$ cat config.mk
export PLATFORM = sky130hd
export DESIGN_NAME = html_entity_unescaper_top
export DESIGN_NICKNAME = d
export VERILOG_FILES = /design/src/hw/rtl/heu_pkg.sv /design/src/hw/rtl/heu_ctrl.sv /design/src/hw/rtl/heu_datapath.sv /design/src/hw/rtl/html_entity_unescaper_top.sv
export SDC_FILE = /design/constraint.sdc
export NUM_CORES = 1
export LEC_CHECK = 0
export BUFFER_PORTS_ARGS = -buffer_cell sky130_fd_sc_hd__buf_2
export CAP_MARGIN = 40
export CORE_UTILIZATION = 54
export CTS_BUF_LIST = sky130_fd_sc_hd__clkbuf_2 sky130_fd_sc_hd__clkbuf_4 sky130_fd_sc_hd__clkbuf_8
export CTS_CLUSTER_DIAMETER = 100
export CTS_CLUSTER_SIZE = 30
export DETAILED_ROUTE_END_ITERATION = 7
export MAX_ROUTING_LAYER = met4
export PLACE_DENSITY_LB_ADDON = 0.15
export SYNTH_ARGS = -nofsm -noshare
export SYNTH_HDL_FRONTEND = slang
export SYNTH_SLANG_ARGS = --single-unit
$ cat constraint.sdc
create_clock -name i_clk -period 14.1 [get_ports i_clk]
set_input_delay 2.82 -clock i_clk [delete_from_list [all_inputs] [get_ports i_clk]]
set_output_delay 2.82 -clock i_clk [all_outputs]
set_load 0.05 [all_outputs]
$ cat src/hw/rtl/heu_pkg.sv
`default_nettype none

package heu_pkg;

    // Parser phases
    localparam logic [2:0] PH_IDLE = 3'd0;
    localparam logic [2:0] PH_TAG  = 3'd1;
    localparam logic [2:0] PH_ENT  = 3'd2;
    localparam logic [2:0] PH_HASH = 3'd3;
    localparam logic [2:0] PH_DEC  = 3'd4;
    localparam logic [2:0] PH_HEX  = 3'd5;

    localparam int NUM_PAT    = 7;
    localparam int PAT_MAX    = 6;
    localparam int HELD_DEPTH = 5;
    localparam int EMIT_DEPTH = HELD_DEPTH + 1;

    // Pattern indices
    localparam logic [2:0] PAT_BR = 3'd0;

    localparam logic [7:0] CH_LT    = 8'h3C;
    localparam logic [7:0] CH_AMP   = 8'h26;
    localparam logic [7:0] CH_HASH  = 8'h23;
    localparam logic [7:0] CH_SEMI  = 8'h3B;
    localparam logic [7:0] CH_X     = 8'h78;
    localparam logic [7:0] CH_ZERO  = 8'h30;
    localparam logic [7:0] CH_CR    = 8'h0D;
    localparam logic [7:0] CH_LF    = 8'h0A;
    localparam logic [7:0] CH_SQUOT = 8'h27;
    localparam logic [7:0] CH_DQUOT = 8'h22;
    localparam logic [7:0] CH_GT    = 8'h3E;

    localparam logic [6:0] ALIVE_TAG = 7'h07;
    localparam logic [6:0] ALIVE_ENT = 7'h78;

    // Pattern text, already folded to lower case
    localparam logic [7:0] PAT_CHARS [NUM_PAT][PAT_MAX] = '{
        '{8'h3C, 8'h62, 8'h72, 8'h2F, 8'h3E, 8'h00},   // <br/>
        '{8'h3C, 8'h73, 8'h71, 8'h2F, 8'h3E, 8'h00},   // <sq/>
        '{8'h3C, 8'h64, 8'h71, 8'h2F, 8'h3E, 8'h00},   // <dq/>
        '{8'h26, 8'h61, 8'h6D, 8'h70, 8'h3B, 8'h00},   // &amp;
        '{8'h26, 8'h6C, 8'h74, 8'h3B, 8'h00, 8'h00},   // &lt;
        '{8'h26, 8'h67, 8'h74, 8'h3B, 8'h00, 8'h00},   // &gt;
        '{8'h26, 8'h71, 8'h75, 8'h6F, 8'h74, 8'h3B}    // &quot;
    };

    localparam logic [2:0] PAT_LEN [NUM_PAT] = '{
        3'd5, 3'd5, 3'd5, 3'd5, 3'd4, 3'd4, 3'd6
    };

    typedef struct packed {
        logic accept;   // take an input beat, load the emit buffer
        logic push;     // move the next emit byte into the output register
    } t_cmd;

    typedef struct packed {
        logic out_free;     // output register empty or being taken
        logic drain_last;   // next push is the last byte of the run
        logic has_result;   // the offered input yields at least one byte
    } t_status;

    function automatic logic [7:0] fold(input logic [7:0] b);
        logic [7:0] r;
        r = b;
        if (b inside {[8'h41:8'h5A]}) begin
            r = b + 8'd32;
        end
        return r;
    endfunction

    // First replacement byte of a completed pattern
    function automatic logic [7:0] repl_byte(input logic [2:0] k);
        logic [7:0] r;
        case (k)
            3'd0: r = CH_CR;
            3'd1: r = CH_SQUOT;
            3'd2: r = CH_DQUOT;
            3'd3: r = CH_AMP;
            3'd4: r = CH_LT;
            3'd5: r = CH_GT;
            default: r = CH_DQUOT;
        endcase
        return r;
    endfunction

endpackage

`default_nettype wire

$ cat src/hw/rtl/heu_ctrl.sv
`default_nettype none

module heu_ctrl (
    input  wire logic             i_clk,
    input  wire logic             i_rst_n,
    input  wire logic             i_in_valid,
    input  heu_pkg::t_status      i_status,
    output logic                  o_in_ready,
    output heu_pkg::t_cmd         o_cmd
);

    localparam logic [0:0] ST_IDLE  = 1'b0;
    localparam logic [0:0] ST_DRAIN = 1'b1;

    logic [0:0] r_state;
    logic [0:0] n_state;

    always_comb begin
        o_cmd.push = (r_state == ST_DRAIN) && i_status.out_free;
        // Take the next beat while the final byte of a run moves out
        o_in_ready = (r_state == ST_IDLE) || (o_cmd.push && i_status.drain_last);
        o_cmd.accept = i_in_valid && o_in_ready;

        n_state = r_state;
        case (r_state)
            ST_IDLE: begin
                if (o_cmd.accept && i_status.has_result) begin
                    n_state = ST_DRAIN;
                end
            end
            ST_DRAIN: begin
                if (o_cmd.accept) begin
                    n_state = i_status.has_result ? ST_DRAIN : ST_IDLE;
                end else if (o_cmd.push && i_status.drain_last) begin
                    n_state = ST_IDLE;
                end
            end
            default: n_state = ST_IDLE;
        endcase
    end

    always_ff @(posedge i_clk) begin
        if (!i_rst_n) begin
            r_state <= ST_IDLE;
        end else begin
            r_state <= n_state;
        end
    end

endmodule

`default_nettype wire

$ cat src/hw/rtl/heu_datapath.sv
`default_nettype none

module heu_datapath (
    input  wire logic         i_clk,
    input  wire logic         i_rst_n,
    input  heu_pkg::t_cmd     i_cmd,
    output heu_pkg::t_status  o_status,
    input  wire logic [7:0]   i_text_byte,
    input  wire logic         i_end,
    input  wire logic         i_out_ready,
    output logic              o_out_valid,
    output logic [7:0]        o_out_byte,
    output logic              o_run_last,
    output logic              o_text_done
);

    // Parser state
    logic [2:0] r_phase, n_phase;
    logic [2:0] r_hcnt,  n_hcnt;
    logic [6:0] r_alive, n_alive;
    logic [7:0] r_accum, n_accum;
    logic [7:0] r_held [heu_pkg::HELD_DEPTH];
    logic [7:0] n_held [heu_pkg::HELD_DEPTH];

    // Emit buffer and drain
    logic [7:0] r_em [heu_pkg::EMIT_DEPTH];
    logic [2:0] r_em_cnt;
    logic       r_em_end;
    logic [2:0] r_idx;

    // Output register
    logic       r_out_valid;
    logic [7:0] r_out_byte;
    logic       r_out_last;
    logic       r_out_done;

    // Step decode
    logic [7:0] b;
    logic [2:0] p;
    logic [6:0] alive_m;
    logic       done_hit;
    logic [2:0] done_k;
    logic       restart;
    logic       lit_mode;
    logic [2:0] lit_p;
    logic       lit_b;
    logic [7:0] sp0;
    logic [7:0] sp1;
    logic [2:0] sp_n;
    logic [2:0] em_cnt;

    function automatic logic [7:0] hex_digit(input logic [7:0] c);
        logic [7:0] r;
        if (c >= 8'h61) begin
            r = c - 8'd87;
        end else if (c >= 8'h41) begin
            r = c - 8'd55;
        end else begin
            r = c - heu_pkg::CH_ZERO;
        end
        return r;
    endfunction

    always_comb begin
        b        = i_text_byte;
        p        = r_hcnt;
        n_phase  = r_phase;
        n_hcnt   = r_hcnt;
        n_alive  = r_alive;
        n_accum  = r_accum;
        n_held   = r_held;
        restart  = 1'b0;
        lit_mode = 1'b1;
        lit_p    = 3'd0;
        lit_b    = 1'b0;
        sp0      = 8'd0;
        sp1      = heu_pkg::CH_LF;
        sp_n     = 3'd0;
        alive_m  = 7'd0;
        done_hit = 1'b0;
        done_k   = 3'd0;

        for (int k = 0; k < heu_pkg::NUM_PAT; k++) begin
            if (r_alive[k] && (p < heu_pkg::PAT_LEN[k])
                    && (heu_pkg::fold(b) == heu_pkg::PAT_CHARS[k][p])) begin
                alive_m[k] = 1'b1;
            end
        end
        // Lowest completed pattern wins
        for (int k = heu_pkg::NUM_PAT - 1; k >= 0; k--) begin
            if (alive_m[k] && ((p + 3'd1) == heu_pkg::PAT_LEN[k])) begin
                done_hit = 1'b1;
                done_k   = 3'(k);
            end
        end

        case (r_phase)
            heu_pkg::PH_TAG, heu_pkg::PH_ENT: begin
                if ((r_phase == heu_pkg::PH_ENT) && (p == 3'd1)
                        && (b == heu_pkg::CH_HASH)) begin
                    n_phase = heu_pkg::PH_HASH;
                    n_hcnt  = 3'd0;
                    n_alive = 7'd0;
                    n_accum = 8'd0;
                end else if (done_hit) begin
                    lit_mode = 1'b0;
                    sp0      = heu_pkg::repl_byte(done_k);
                    sp_n     = (done_k == heu_pkg::PAT_BR) ? 3'd2 : 3'd1;
                    n_phase  = heu_pkg::PH_IDLE;
                    n_hcnt   = 3'd0;
                    n_alive  = 7'd0;
                    n_accum  = 8'd0;
                end else if ((alive_m != 7'd0) && (p < 3'(heu_pkg::HELD_DEPTH))) begin
                    n_held[p] = b;
                    n_hcnt    = p + 3'd1;
                    n_alive   = alive_m;
                    if (i_end) begin
                        lit_p = p;
                        lit_b = 1'b1;
                    end
                end else begin
                    lit_p   = p;
                    restart = 1'b1;
                end
            end
            heu_pkg::PH_HASH: begin
                if (b == heu_pkg::CH_X) begin
                    n_phase = heu_pkg::PH_HEX;
                    n_accum = 8'd0;
                end else if (b == heu_pkg::CH_SEMI) begin
                    n_phase = heu_pkg::PH_IDLE;
                    n_hcnt  = 3'd0;
                    n_alive = 7'd0;
                    n_accum = 8'd0;
                end else begin
                    n_phase = heu_pkg::PH_DEC;
                    n_accum = b - heu_pkg::CH_ZERO;
                end
            end
            heu_pkg::PH_DEC, heu_pkg::PH_HEX: begin
                if (b == heu_pkg::CH_SEMI) begin
                    if (r_accum != 8'd0) begin
                        lit_mode = 1'b0;
                        sp0      = r_accum;
                        sp_n     = 3'd1;
                    end
                    n_phase = heu_pkg::PH_IDLE;
                    n_hcnt  = 3'd0;
                    n_alive = 7'd0;
                    n_accum = 8'd0;
                end else if (r_phase == heu_pkg::PH_DEC) begin
                    n_accum = {r_accum[4:0], 3'b000} + {r_accum[6:0], 1'b0}
                              + b - heu_pkg::CH_ZERO;
                end else begin
                    n_accum = {r_accum[3:0], 4'b0000} + hex_digit(b);
                end
            end
            default: begin
                restart = 1'b1;
            end
        endcase

        // Drop the old match; the current byte opens a new one or is literal
        if (restart) begin
            n_phase = heu_pkg::PH_IDLE;
            n_hcnt  = 3'd0;
            n_alive = 7'd0;
            n_accum = 8'd0;
            if (((b == heu_pkg::CH_LT) || (b == heu_pkg::CH_AMP)) && !i_end) begin
                n_phase   = (b == heu_pkg::CH_LT) ? heu_pkg::PH_TAG : heu_pkg::PH_ENT;
                n_alive   = (b == heu_pkg::CH_LT) ? heu_pkg::ALIVE_TAG : heu_pkg::ALIVE_ENT;
                n_held[0] = b;
                n_hcnt    = 3'd1;
            end else begin
                lit_b = 1'b1;
            end
        end

        // End of text: flush an open numeric reference, return to idle
        if (i_end) begin
            if (((n_phase == heu_pkg::PH_DEC) || (n_phase == heu_pkg::PH_HEX))
                    && (n_accum != 8'd0)) begin
                lit_mode = 1'b0;
                sp0      = n_accum;
                sp_n     = 3'd1;
            end
            n_phase = heu_pkg::PH_IDLE;
            n_hcnt  = 3'd0;
            n_alive = 7'd0;
            n_accum = 8'd0;
        end

        em_cnt = lit_mode ? (lit_p + {2'b00, lit_b}) : sp_n;
    end

    always_comb begin
        o_status.out_free   = !r_out_valid || i_out_ready;
        o_status.drain_last = ((r_idx + 3'd1) == r_em_cnt);
        o_status.has_result = (em_cnt != 3'd0);
    end

    always_ff @(posedge i_clk) begin
        if (!i_rst_n) begin
            r_phase     <= heu_pkg::PH_IDLE;
            r_hcnt      <= 3'd0;
            r_alive     <= 7'd0;
            r_accum     <= 8'd0;
            r_em_cnt    <= 3'd0;
            r_idx       <= 3'd0;
            r_out_valid <= 1'b0;
        end else begin
            if (i_cmd.accept) begin
                r_phase  <= n_phase;
                r_hcnt   <= n_hcnt;
                r_alive  <= n_alive;
                r_accum  <= n_accum;
                r_em_cnt <= em_cnt;
                r_idx    <= 3'd0;
            end else if (i_cmd.push) begin
                r_idx <= r_idx + 3'd1;
            end
            if (i_cmd.push) begin
                r_out_valid <= 1'b1;
            end else if (i_out_ready) begin
                r_out_valid <= 1'b0;
            end
        end
    end

    always_ff @(posedge i_clk) begin
        if (i_cmd.accept) begin
            r_held   <= n_held;
            r_em_end <= i_end;
            if (lit_mode) begin
                for (int i = 0; i < heu_pkg::HELD_DEPTH; i++) begin
                    r_em[i] <= (3'(i) < lit_p) ? r_held[i] : b;
                end
                r_em[heu_pkg::EMIT_DEPTH - 1] <= b;
            end else begin
                r_em[0] <= sp0;
                r_em[1] <= sp1;
            end
        end
        if (i_cmd.push) begin
            r_out_byte <= r_em[r_idx];
            r_out_last <= o_status.drain_last;
            r_out_done <= o_status.drain_last && r_em_end;
        end
    end

    assign o_out_valid = r_out_valid;
    assign o_out_byte  = r_out_byte;
    assign o_run_last  = r_out_last;
    assign o_text_done = r_out_done;

endmodule

`default_nettype wire

$ cat src/hw/rtl/html_entity_unescaper_top.sv
// Channel   | Dir | tdata          | tlast        | tuser
// ----------+-----+----------------+--------------+-----------
// s_axis    | in  | text_byte[7:0] | end_of_text  | -
// m_axis    | out | out_byte[7:0]  | run_last     | text_done
//
// An input beat giving n decoded bytes (n from 0 to 6) has them moved out one
// at a time by the drain. The next input beat is taken in the cycle its
// predecessor's final byte enters the output register, set by the single drain
// pointer over the emit buffer. Reset is synchronous, active low, and returns the
// parser to idle with no match pending. A stalled output holds its byte and
// stops the drain; the input side waits until the run is out.
`default_nettype none

module html_entity_unescaper_top (
    input  wire logic       i_clk,
    input  wire logic       i_rst_n,
    input  wire logic       s_axis_tvalid,
    output logic            s_axis_tready,
    input  wire logic [7:0] s_axis_tdata,   // [7:0] text_byte
    input  wire logic       s_axis_tlast,   // end_of_text
    output logic            m_axis_tvalid,
    input  wire logic       m_axis_tready,
    output logic [7:0]      m_axis_tdata,   // [7:0] out_byte
    output logic            m_axis_tlast,   // run_last
    output logic [0:0]      m_axis_tuser    // [0] text_done
);

    heu_pkg::t_cmd    cmd;
    heu_pkg::t_status status;

    // Controller: decides when to take a beat and when to advance the drain
    heu_ctrl u_ctrl (
        .i_clk      (i_clk),
        .i_rst_n    (i_rst_n),
        .i_in_valid (s_axis_tvalid),
        .i_status   (status),
        .o_in_ready (s_axis_tready),
        .o_cmd      (cmd)
    );

    // Datapath: pattern match, held bytes, numeric accumulator, emit buffer
    // and the output register
    heu_datapath u_dp (
        .i_clk       (i_clk),
        .i_rst_n     (i_rst_n),
        .i_cmd       (cmd),
        .o_status    (status),
        .i_text_byte (s_axis_tdata),
        .i_end       (s_axis_tlast),
        .i_out_ready (m_axis_tready),
        .o_out_valid (m_axis_tvalid),
        .o_out_byte  (m_axis_tdata),
        .o_run_last  (m_axis_tlast),
        .o_text_done (m_axis_tuser[0])
    );

endmodule

`default_nettype wire

Word level (Yosys, flattened, before mapping)
Memory sizes are Yosys's and may differ from the RTL's. A register that Yosys moved wholly into a read port is not among the register bits.
Index checks and enable logic that the tools add are counted.
{ "word_totals": {"out_inout_bits": 12, "memories": 8, "wordCells": 285, "regBits": 72, "in_bits": 13, "ram_bits": 48, "rom_bits": 448} }
{ "mem_list": {"columns": ["name", "depth", "width", "rd", "rd_ports_with_merged_regs", "write_ports", "line_no", "source"], "rows": [
  ["(no name shown)", 8, 8, 1, 0, 0, "heu_datapath.sv:85", "&& (heu_pkg::fold(b) == heu_pkg::PAT_CHARS[k][p])) begin"],
  ["(no name shown)", 8, 8, 1, 0, 0, "heu_datapath.sv:85", null],
  ["(no name shown)", 8, 8, 1, 0, 0, "heu_datapath.sv:85", null],
  ["(no name shown)", 8, 8, 1, 0, 0, "heu_datapath.sv:85", null],
  ["(no name shown)", 8, 8, 1, 0, 0, "heu_datapath.sv:85", null],
  ["(no name shown)", 8, 8, 1, 0, 0, "heu_datapath.sv:85", null],
  ["+2 memories", null, null, null, null, null, null, null]
]} }
{ "op_classes": {"n_reduce_logical": 52, "eq_ne": 30, "n_lt_le_gt_ge": 13, "bitwise_logic": 7, "mux": 148, "addsub": 11} }
{ "op_table": {"columns": ["operator", "count"], "rows": [
  ["$mux W8", 44],
  ["$mux W40", 4],
  ["$mux W3", 33],
  ["$mux W7", 9],
  ["$eq A8 B8 Y1", 7],
  ["$mux W1", 44],
  ["$bwmux W40", 1],
  ["$logic_and A1 B1 Y1", 33],
  ["$eq A8 B6 Y1 const B", 4],
  ["$pmux W6 S5", 1],
  ["$eq A3 B3 Y1 const B", 9],
  ["$add A8 B8 Y8", 3],
  ["$demux W8 S3", 1],
  ["$pmux W8 S3", 1],
  ["$sub A8 B6 Y8 const B", 3],
  ["$pmux W7 S3", 1],
  ["$pmux W3 S3", 2],
  ["$ge A8 B7 Y1 const B", 2],
  ["$pmux W8 S2", 1],
  ["$reduce_bool A8 Y1", 2],
  ["$eq A3 B1 Y1 const B", 3],
  ["$eq A3 B2 Y1 const B", 3],
  ["$lt A3 B3 Y1 const B", 3],
  ["$add A8 B6 Y8 const B", 1],
  ["30 further kinds", 46]
]} }

Depth between registers and ports, before layout
Gate-level depths: netlist of run 1.
{ "depth": {"depth_word": 29, "mapped_depth": 23, "mapped_depth_nobuf": 19} }

Hierarchy
Synthesis of run 1 repeated with hierarchy kept, for this count alone.
{ "unflattened": {"cells_unflattened": 767, "area_unflattened_um2": 8287.9} }
{ "modules_own_cells": {"columns": ["mod", "n_inst", "seq_area_each_um2", "area_each_um2", "cells_each"], "rows": [
  ["heu_datapath", 1, 3453.3, 8222.9, 761],
  ["heu_ctrl", 1, 20.0, 65.1, 6]
]} }

Least setup slack after synthesis of run 1
No wires, ideal clock.
{ "synth_path": {"path_type": "input -> register", "from": "in s_axis_tdata[1]", "to": "mem u_dp.r_em[2][0] (enable)", "t_arrival_ns": 8.025, "path_slack_ns": 5.651, "stages": 19, "required_time_ns": 13.676, "setup_time_ns": 0.424, "path_buffers": 4, "cell_sequence": "buf_2 -> clkinv_1 -> ha_1 -> or4b_1 -> buf_2 -> a221oi_1 -> nor2_1 -> xnor2_1 -> ha_1 -> fa_1 -> xnor2_1 -> o32ai_1 -> a31oi_1 -> nand4b_1 -> o31a_1 -> or2_1 -> buf_2 -> buf_2 -> nor2_1"} }
{ "synth_lines": {"columns": ["element", "line_no", "source"], "rows": [
  ["start, declared", "html_entity_unescaper_top.sv:19", "input wire logic [7:0] s_axis_tdata,"],
  ["end, declared", "heu_datapath.sv:26", "logic [7:0] r_em [heu_pkg::EMIT_DEPTH];"]
]} }

==> impl_metrics.csv, run 1 <==
group,metric,value,unit
yosys,post_synth_inst_count,873,
global_route,gr-usage-met1,0.480,
clock_tree,cts_root_buf,"clkbuf_8",
clock_tree,cts_hold_buf,0,
sta,hold_viol,0,
sta,relSlewSlack,0.361,
drt,drc,0,
global_route,first_global_vias,6825,
floorplan,floorplan.initialDensity,0.559,
yosys,netlist-cell-type-count,88,
clock_tree,clk-insertion-delay-late,0.45,ns
floorplan,floorplan.core_area,0.0153,sq mm
yosys,edff_count_synth,91,
yosys,synth.top_cells.by_area,"edfxtp_1, dfxtp_1, ha_1",
setup_path,launch_point_of_the_worst_reg_to_reg_path,"u_dp.p[1]",
pwr,power.density,93.1,mW/mm^2
sta,slew_viol_final,0,
cells_and_area,post_route_insts_no_fill,1102,
drt,routed_wirelength,25600,um
drt,drt.antenna.violating_nets,0,
setup_path,crit_arrival,8.47,ns
clock_tree,cts_buffers,17,
placed_design,gp_congestion,0.984,
yosys,synthesis.nets,934,
setup_path,critical_path.cell_chain,"buf_2, clkinv_1, ha_1, or4b_1, a221oi_1, nor2_1, xnor2_1, ha_1, fa_1, xnor2_1, o32ai_1, a31oi_1, nand4b_1, o31a_1, o21ai_1, nor2_1, a311o_1",
cells_and_area,antennaDiodeCount,0,
clock_tree,tritoncts,"built",
yosys,synth.yosys.seq_area_share,0.406,
global_route,gr-usage-all-layers,0.330,
global_route,globalRoute.totalOverflow,0,
drt,drt_first_iter_violations,955,
clock_tree,ctsResizeCount,0,
sta,timing_worst_slew_pin_value,0.955,ns
floorplan,floorplan.io_pins,25,
hold_path,holdPathStages,2,
setup_path,critical_path.slowest_cell,"o21ai_1",
setup_path,timing_worst_setup_path_type,"in -> reg",
drt,routed_wire_length_per_instance,23.2,um
yosys,synth_top_flop_cell,"edfxtp_1",
yosys,synthesis.yosys.warnings,0,
drt,via_count,7245,
global_route,groute.layer.met2.usage,0.478,
cells_and_area,area_delta_synth_final,7.68,%
global_route,grt_first_pass_wirelength,39400,um
hold_path,holdPathEnd,"u_dp.r_em[1][3]",
clock_tree,cts.reportedPaths.clkPinSlew,0.08,ns
cells_and_area,finish.net_count,939,
placed_design,dp_hpwl,18100,um
sta,timing.hold.ws,0.491,ns
sta,final_setup_viols,0,
setup_path,worst-endpoint-required,14.30,ns
clock_tree,cts.htree.levels,4,
status,result_of_the_run,"finished clean",
global_route,grt_most_used_layer,"met1",
drt,first_pass_iters,5,
setup_path,path_buf_inv,2,
setup_path,worst_r2r_endpoint,"u_ctrl.r_state",
sta,setup_repair_after_global_routing_missed_its_margin,"no",
clock_tree,buffer_depth_of_the_longest_clock_path,2,
placed_design,place_area,0.00883,sq mm
setup_path,timing.reg2reg.worst_path_depth,15,
sta,skew,0.0129,ns
sta,timing.final.crit_share,0.587,
floorplan,rows,45,
setup_path,ff2ff_setup_slack,8.71,ns
setup_path,worstSetupStartpointType,"input pin",
yosys,syn_area,0.00855,sq mm
placed_design,io_buffer_count,24,
pwr,static-leakage-power,3.21,nW
setup_path,max_incr_delay_on_cp,0.77,ns
drt,post_drt_via_cell_ratio,6.57,
yosys,synth-async-reset-ratio,0,
cells_and_area,drive_above_1_share,0.137,
setup_path,critical_path.endpoint_type,"register",
floorplan,fp.dieW,128,um
hold_path,hold_path.startpoint,"u_dp.r_em[1][3]",
global_route,routing_usage_on_met3,0.0442,
hold_path,worst_hold_path_type,"reg -> reg",
clock_tree,cts_num_sinks,128,
job,drv_cap,0,
setup_path,family_of_cells_with_the_greatest_summed_delay_on_the_critical_path,"compound AO/OA/AOI/OAI gates",
pwr,worst_ir_drop_vdd,57.5,uV
sta,setup_tns,0,ns
setup_path,cp_max_fo,26,
global_route,grt_start_max_net_pins,37,
yosys,postSynthRegisterBits,128,
yosys,post-synth-top-area-cell,"edfxtp_1",
floorplan,die_area,0.0163,sq mm
cells_and_area,fin_area,0.00921,sq mm
sta,final_period_minus_worst_setup_slack,8.28,ns
clock_tree,cts_setup_buffers,0,
yosys,netlist.area_leader.share,0.319,
sta,achievable-frequency,121,MHz
placed_design,place.detailed.instances,1070,
global_route,antenna_found_initial,0,
floorplan,chipHeight,128,um
yosys,syn-mean-instance-area,9.80,sq um
how the worst max path moves through the flow:
stage / startpoint / end / slack (ns) / cells past startpoint
floorplan: s_axis_tdata[1] / u_dp.r_em[2][0] / 5.65 / 19
global placement: s_axis_tdata[1] / u_dp.r_em[0][7] / 5.72 / 17
detailed placement: s_axis_tdata[1] / u_dp.r_em[0][7] / 5.52 / 17
CTS: s_axis_tdata[1] / u_dp.r_em[0][7] / 6.00 / 17
global route: s_axis_tdata[1] / u_dp.r_em[0][2] / 5.57 / 17
finish: s_axis_tdata[1] / u_dp.r_em[0][7] / 5.82 / 17
routing by layer:
layer	wire length [um]	vias up
met4	610	0
met1	11600	3484
met5	0	-
li1	-	3300
met3	2080	61
met2	11300	400
logic make-up (layout without fill, tap and decap cells):
logic type	count (synthesis)	in the layout	synth area share
AND/OR/NAND/NOR	294	294	0.174
AO/OA/AOI/OAI	233	233	0.195
flip-flops	128	128	0.406
buffers and inverters	82	100	0.0388
adder cells (fa/ha/maj)	50	50	0.0778
XOR/XNOR	47	47	0.0481
multiplexers	39	39	0.0606
per-stage QoR:
stage / worst slack, ns / utilization / total power, mW
6_report: 5.82 / 0.601 / 0.858
5_1_grt: 5.57 / 0.601 / 0.886
4_1_cts: 6.00 / 0.601 / 0.858
3_5_place_dp: 5.52 / 0.577 / 0.557
3_3_place_gp: 5.72 / 0.574 / 0.554
2_1_floorplan: 5.65 / - / 0.520
Yosys cell counts (8+ instances only):
| cell | number |
|---|---|
| buf_2 | 10 |
| a221o_1 | 10 |
| a31oi_1 | 10 |
| ha_1 | 42 |
| o22ai_1 | 9 |
| nor3_1 | 28 |
| nor2_1 | 76 |
| inv_1 | 24 |
| nand2_1 | 77 |
| dfxtp_1 | 37 |
| o21ai_0 | 45 |
| edfxtp_1 | 91 |
| mux2i_1 | 12 |
| mux4_2 | 8 |
| mux2_2 | 18 |
| and3_1 | 15 |
| nand4_1 | 10 |
| xnor2_1 | 38 |
| nor4_1 | 12 |
| clkbuf_1 | 31 |
| xor2_1 | 9 |
| a211oi_1 | 12 |
| a21oi_1 | 51 |
| nand3_1 | 16 |
worst register-to-register path: cells and delay by family (launching register included):
family	cells	cell delay (ns)
buffers and inverters	1	0.31
adders and majority gates	3	1.14
DFF	1	0.72
AOI/OAI and AO/OA	7	1.56
and+or+nand+nor	4	1.48
power by group:
group / leakage [nW] / switching (mW) / total (mW) / internal, mW
clock network: 0.181 / 0.163 / 0.307 / 0.144
logic: 1.87 / 0.0777 / 0.118 / 0.0402
registers: 1.15 / 0.00905 / 0.433 / 0.424
total: 3.21 / 0.249 / 0.858 / 0.608
cell type report:
type	instances	area, sq um
fill	1323	6100
multi-input combinational	663	4750
sequential	128	3470
tap	211	264
clock buffer	18	241
timing repair buffer	36	225
clock inverter	14	135
inverter	32	120
cell usage in the layout, fill, tap and decap left out, types with 15 or more instances in the layout:
master,Yosys,routed
a21oi_1,51,51
ha_1,42,42
xnor2_1,38,38
buf_2,10,26
clkbuf_8,0,17
nor2_1,76,75
dfxtp_1,37,37
and3_1,15,15
mux2_2,18,18
inv_1,24,24
o21ai_0,45,45
nand3_1,16,16
edfxtp_1,91,91
nor3_1,28,28
nand2_1,77,77
(Power assumes the default switching activity.)
==> run 2, diff against run 1 <==
- clock period: 14.1 -> 8.4 ns (I/O delays scaled with it)
==> run 2 against run 1 <==
Against the previous run:
- sequential cell count unchanged
- clock skew down 0.0026 ns
- register-to-register slack worse by 5.7 ns
- sequential power is 68% higher
- clock power is 65% higher
- first-iteration DRC count is 18% lower
- core utilization up 0.44 points
- non-clock buffer count rose by 10
- critical path depth unchanged
==> impl_metrics.csv, run 2 (synthesis results as in run 1) <==
group,metric,value,unit
setup_path,crit_arrival,6.80,ns
clock_tree,cts_hold_buf,0,
cells_and_area,layout.area.seq,0.00347,sq mm
drt,via_count,7352,
sta,setup_tns,0,ns
clock_tree,cts_root_buf,"clkbuf_8",
global_route,gr-usage-met1,0.470,
job,drv_cap,0,
pwr,seq_power_share,0.507,
sta,slew_viol_final,0,
cells_and_area,layout.cells.most_common,"edfxtp_1",
sta,hold_viol,0,
global_route,routing_usage_on_met3,0.0818,
setup_path,timing_worst_setup_path_type,"in -> reg",
floorplan,floorplan.core_area,0.0153,sq mm
placed_design,place.detailed.instances,1080,
sta,skew,0.0103,ns
drt,drt.antenna.violating_nets,0,
drt,first_pass_iters,5,
global_route,groute.layer.met2.usage,0.494,
drt,drc,0,
global_route,first_global_vias,6847,
drt,routed_wire_length_per_instance,23.4,um
cells_and_area,finish.net_count,949,
cells_and_area,multi_input_area,0.00475,sq mm
setup_path,worst-endpoint-required,8.62,ns
status,result_of_the_run,"finished clean",
cells_and_area,drive_above_1_share,0.148,
placed_design,io_buffer_count,24,
clock_tree,buffer_depth_of_the_longest_clock_path,2,
sta,setup_repair_after_global_routing_missed_its_margin,"no",
clock_tree,cts_setup_buffers,0,
sta,timing.final.crit_share,0.784,
floorplan,rows,45,
floorplan,floorplan.io_pins,25,
drt,routed_wirelength,26100,um
pwr,report.power.total,1.43,mW
drt,drt_first_iter_violations,783,
global_route,grt_most_used_layer,"met2",
sta,final_setup_viols,0,
pwr,comb_power_share,0.140,
floorplan,floorplan.initialDensity,0.559,
floorplan,fp.dieW,128,um
sta,achievable-frequency,152,MHz
pwr,worst_ir_drop_vdd,101,uV
hold_path,worst_hold_path_type,"reg -> reg",
pwr,clockPowerShare,0.353,
global_route,grt_start_max_net_pins,35,
pwr,static-leakage-power,3.25,nW
sta,final.setup.worst_slack,1.81,ns
global_route,gr-usage-all-layers,0.342,
setup_path,cp_max_fo,15,
pwr,switch_share,0.304,
sta,relSlewSlack,0.391,
global_route,globalRoute.totalOverflow,0,
cells_and_area,fillCellCount,1328,
clock_tree,cts_buffers,17,
setup_path,critical_path.endpoint_type,"register",
global_route,antenna_found_initial,1,
pwr,p_switching,0.436,mW
clock_tree,cts.reportedPaths.clkPinSlew,0.08,ns
drt,post_drt_via_cell_ratio,6.61,
clock_tree,cts_num_sinks,128,
floorplan,die_area,0.0163,sq mm
cells_and_area,post_route_insts_no_fill,1113,
placed_design,dp_hpwl,18600,um
sta,timing_worst_slew_pin_value,0.910,ns
pwr,cellInternalPower,0.998,mW
cells_and_area,mostFrequentLayoutCells,"edfxtp_1, nand2_1, nor2_1",
placed_design,gp_congestion,0.964,
setup_path,worstSetupStartpointType,"input pin",
clock_tree,ctsResizeCount,0,
sta,final_period_minus_worst_setup_slack,6.59,ns
clock_tree,cts.htree.levels,4,
clock_tree,clk-insertion-delay-late,0.46,ns
placed_design,placement.setup.worst_slack,1.44,ns
floorplan,chipHeight,128,um
cells_and_area,area_delta_synth_final,8.47,%
pwr,power.density,154,mW/mm^2
clock_tree,tritoncts,"built",
global_route,grt_first_pass_wirelength,40200,um
==> run 2: power by group through the flow <==
stage          clock network (mW)  logic (mW)  registers [mW]
2_1_floorplan                   0       0.125           0.748
3_3_place_gp                    0       0.191           0.742
3_5_place_dp                    0       0.198           0.741
4_1_cts                     0.510       0.198           0.727
5_1_grt                     0.536       0.216           0.730
6_report                    0.506       0.200           0.728
==> run 2: final timing paths <==
check	cells past startpoint	end	start	slack (ns)
setup / recovery	17	u_dp.r_em[0][2]	s_axis_tdata[1]	1.81
hold / removal	2	u_dp.r_em[1][3]	u_dp.r_em[1][3]	0.49
setup reg to reg	17	u_dp.r_em_cnt[1]	u_dp.p[1]	2.99
hold reg to reg	2	u_dp.r_em[1][3]	u_dp.r_em[1][3]	0.49
==> run 2: stage by stage <==
step / cell area [sq um] / utilization / hold slack [ns]
2_1_floorplan: 8550 / - / 0.425
3_3_place_gp: 8870 / 0.579 / 0.468
3_5_place_dp: 8900 / 0.581 / 0.474
4_1_cts: 9280 / 0.606 / 0.489
5_1_grt: 9280 / 0.606 / 0.523
6_report: 9280 / 0.606 / 0.488
==> run 2: layer usage <==
layer	wire (um)	vias to the layer above
li1	-	3317
met1	11600	3579
met2	11500	394
met3	2340	62
met4	646	0
met5	0	-
==> run 2: area by class of cell <==
class,instances,share of cell area
multi-input cells,663,0.512
flip-flops and latches,128,0.374
repair buffers,46,0.0313
well taps,211,0.0285
clock buffers,17,0.0252
clock inverters,15,0.0154
inverters,32,0.0129
diodes,1,0.000270
==> run 2: worst max-delay path: stages <==
cell and delay [ns]:
buf_2 0.09, clkinv_1 0.45, ha_1 0.39, or4b_1 0.60
a221oi_1 0.52, nor2_1 0.12, xnor2_1 0.14, ha_1 0.22
fa_1 0.38, xnor2_1 0.15, o32ai_1 0.10, a31oi_1 0.33
nand4b_1 0.13, o31a_1 0.34, o21ai_1 0.73, o21ai_0 0.21
o22a_1 0.21
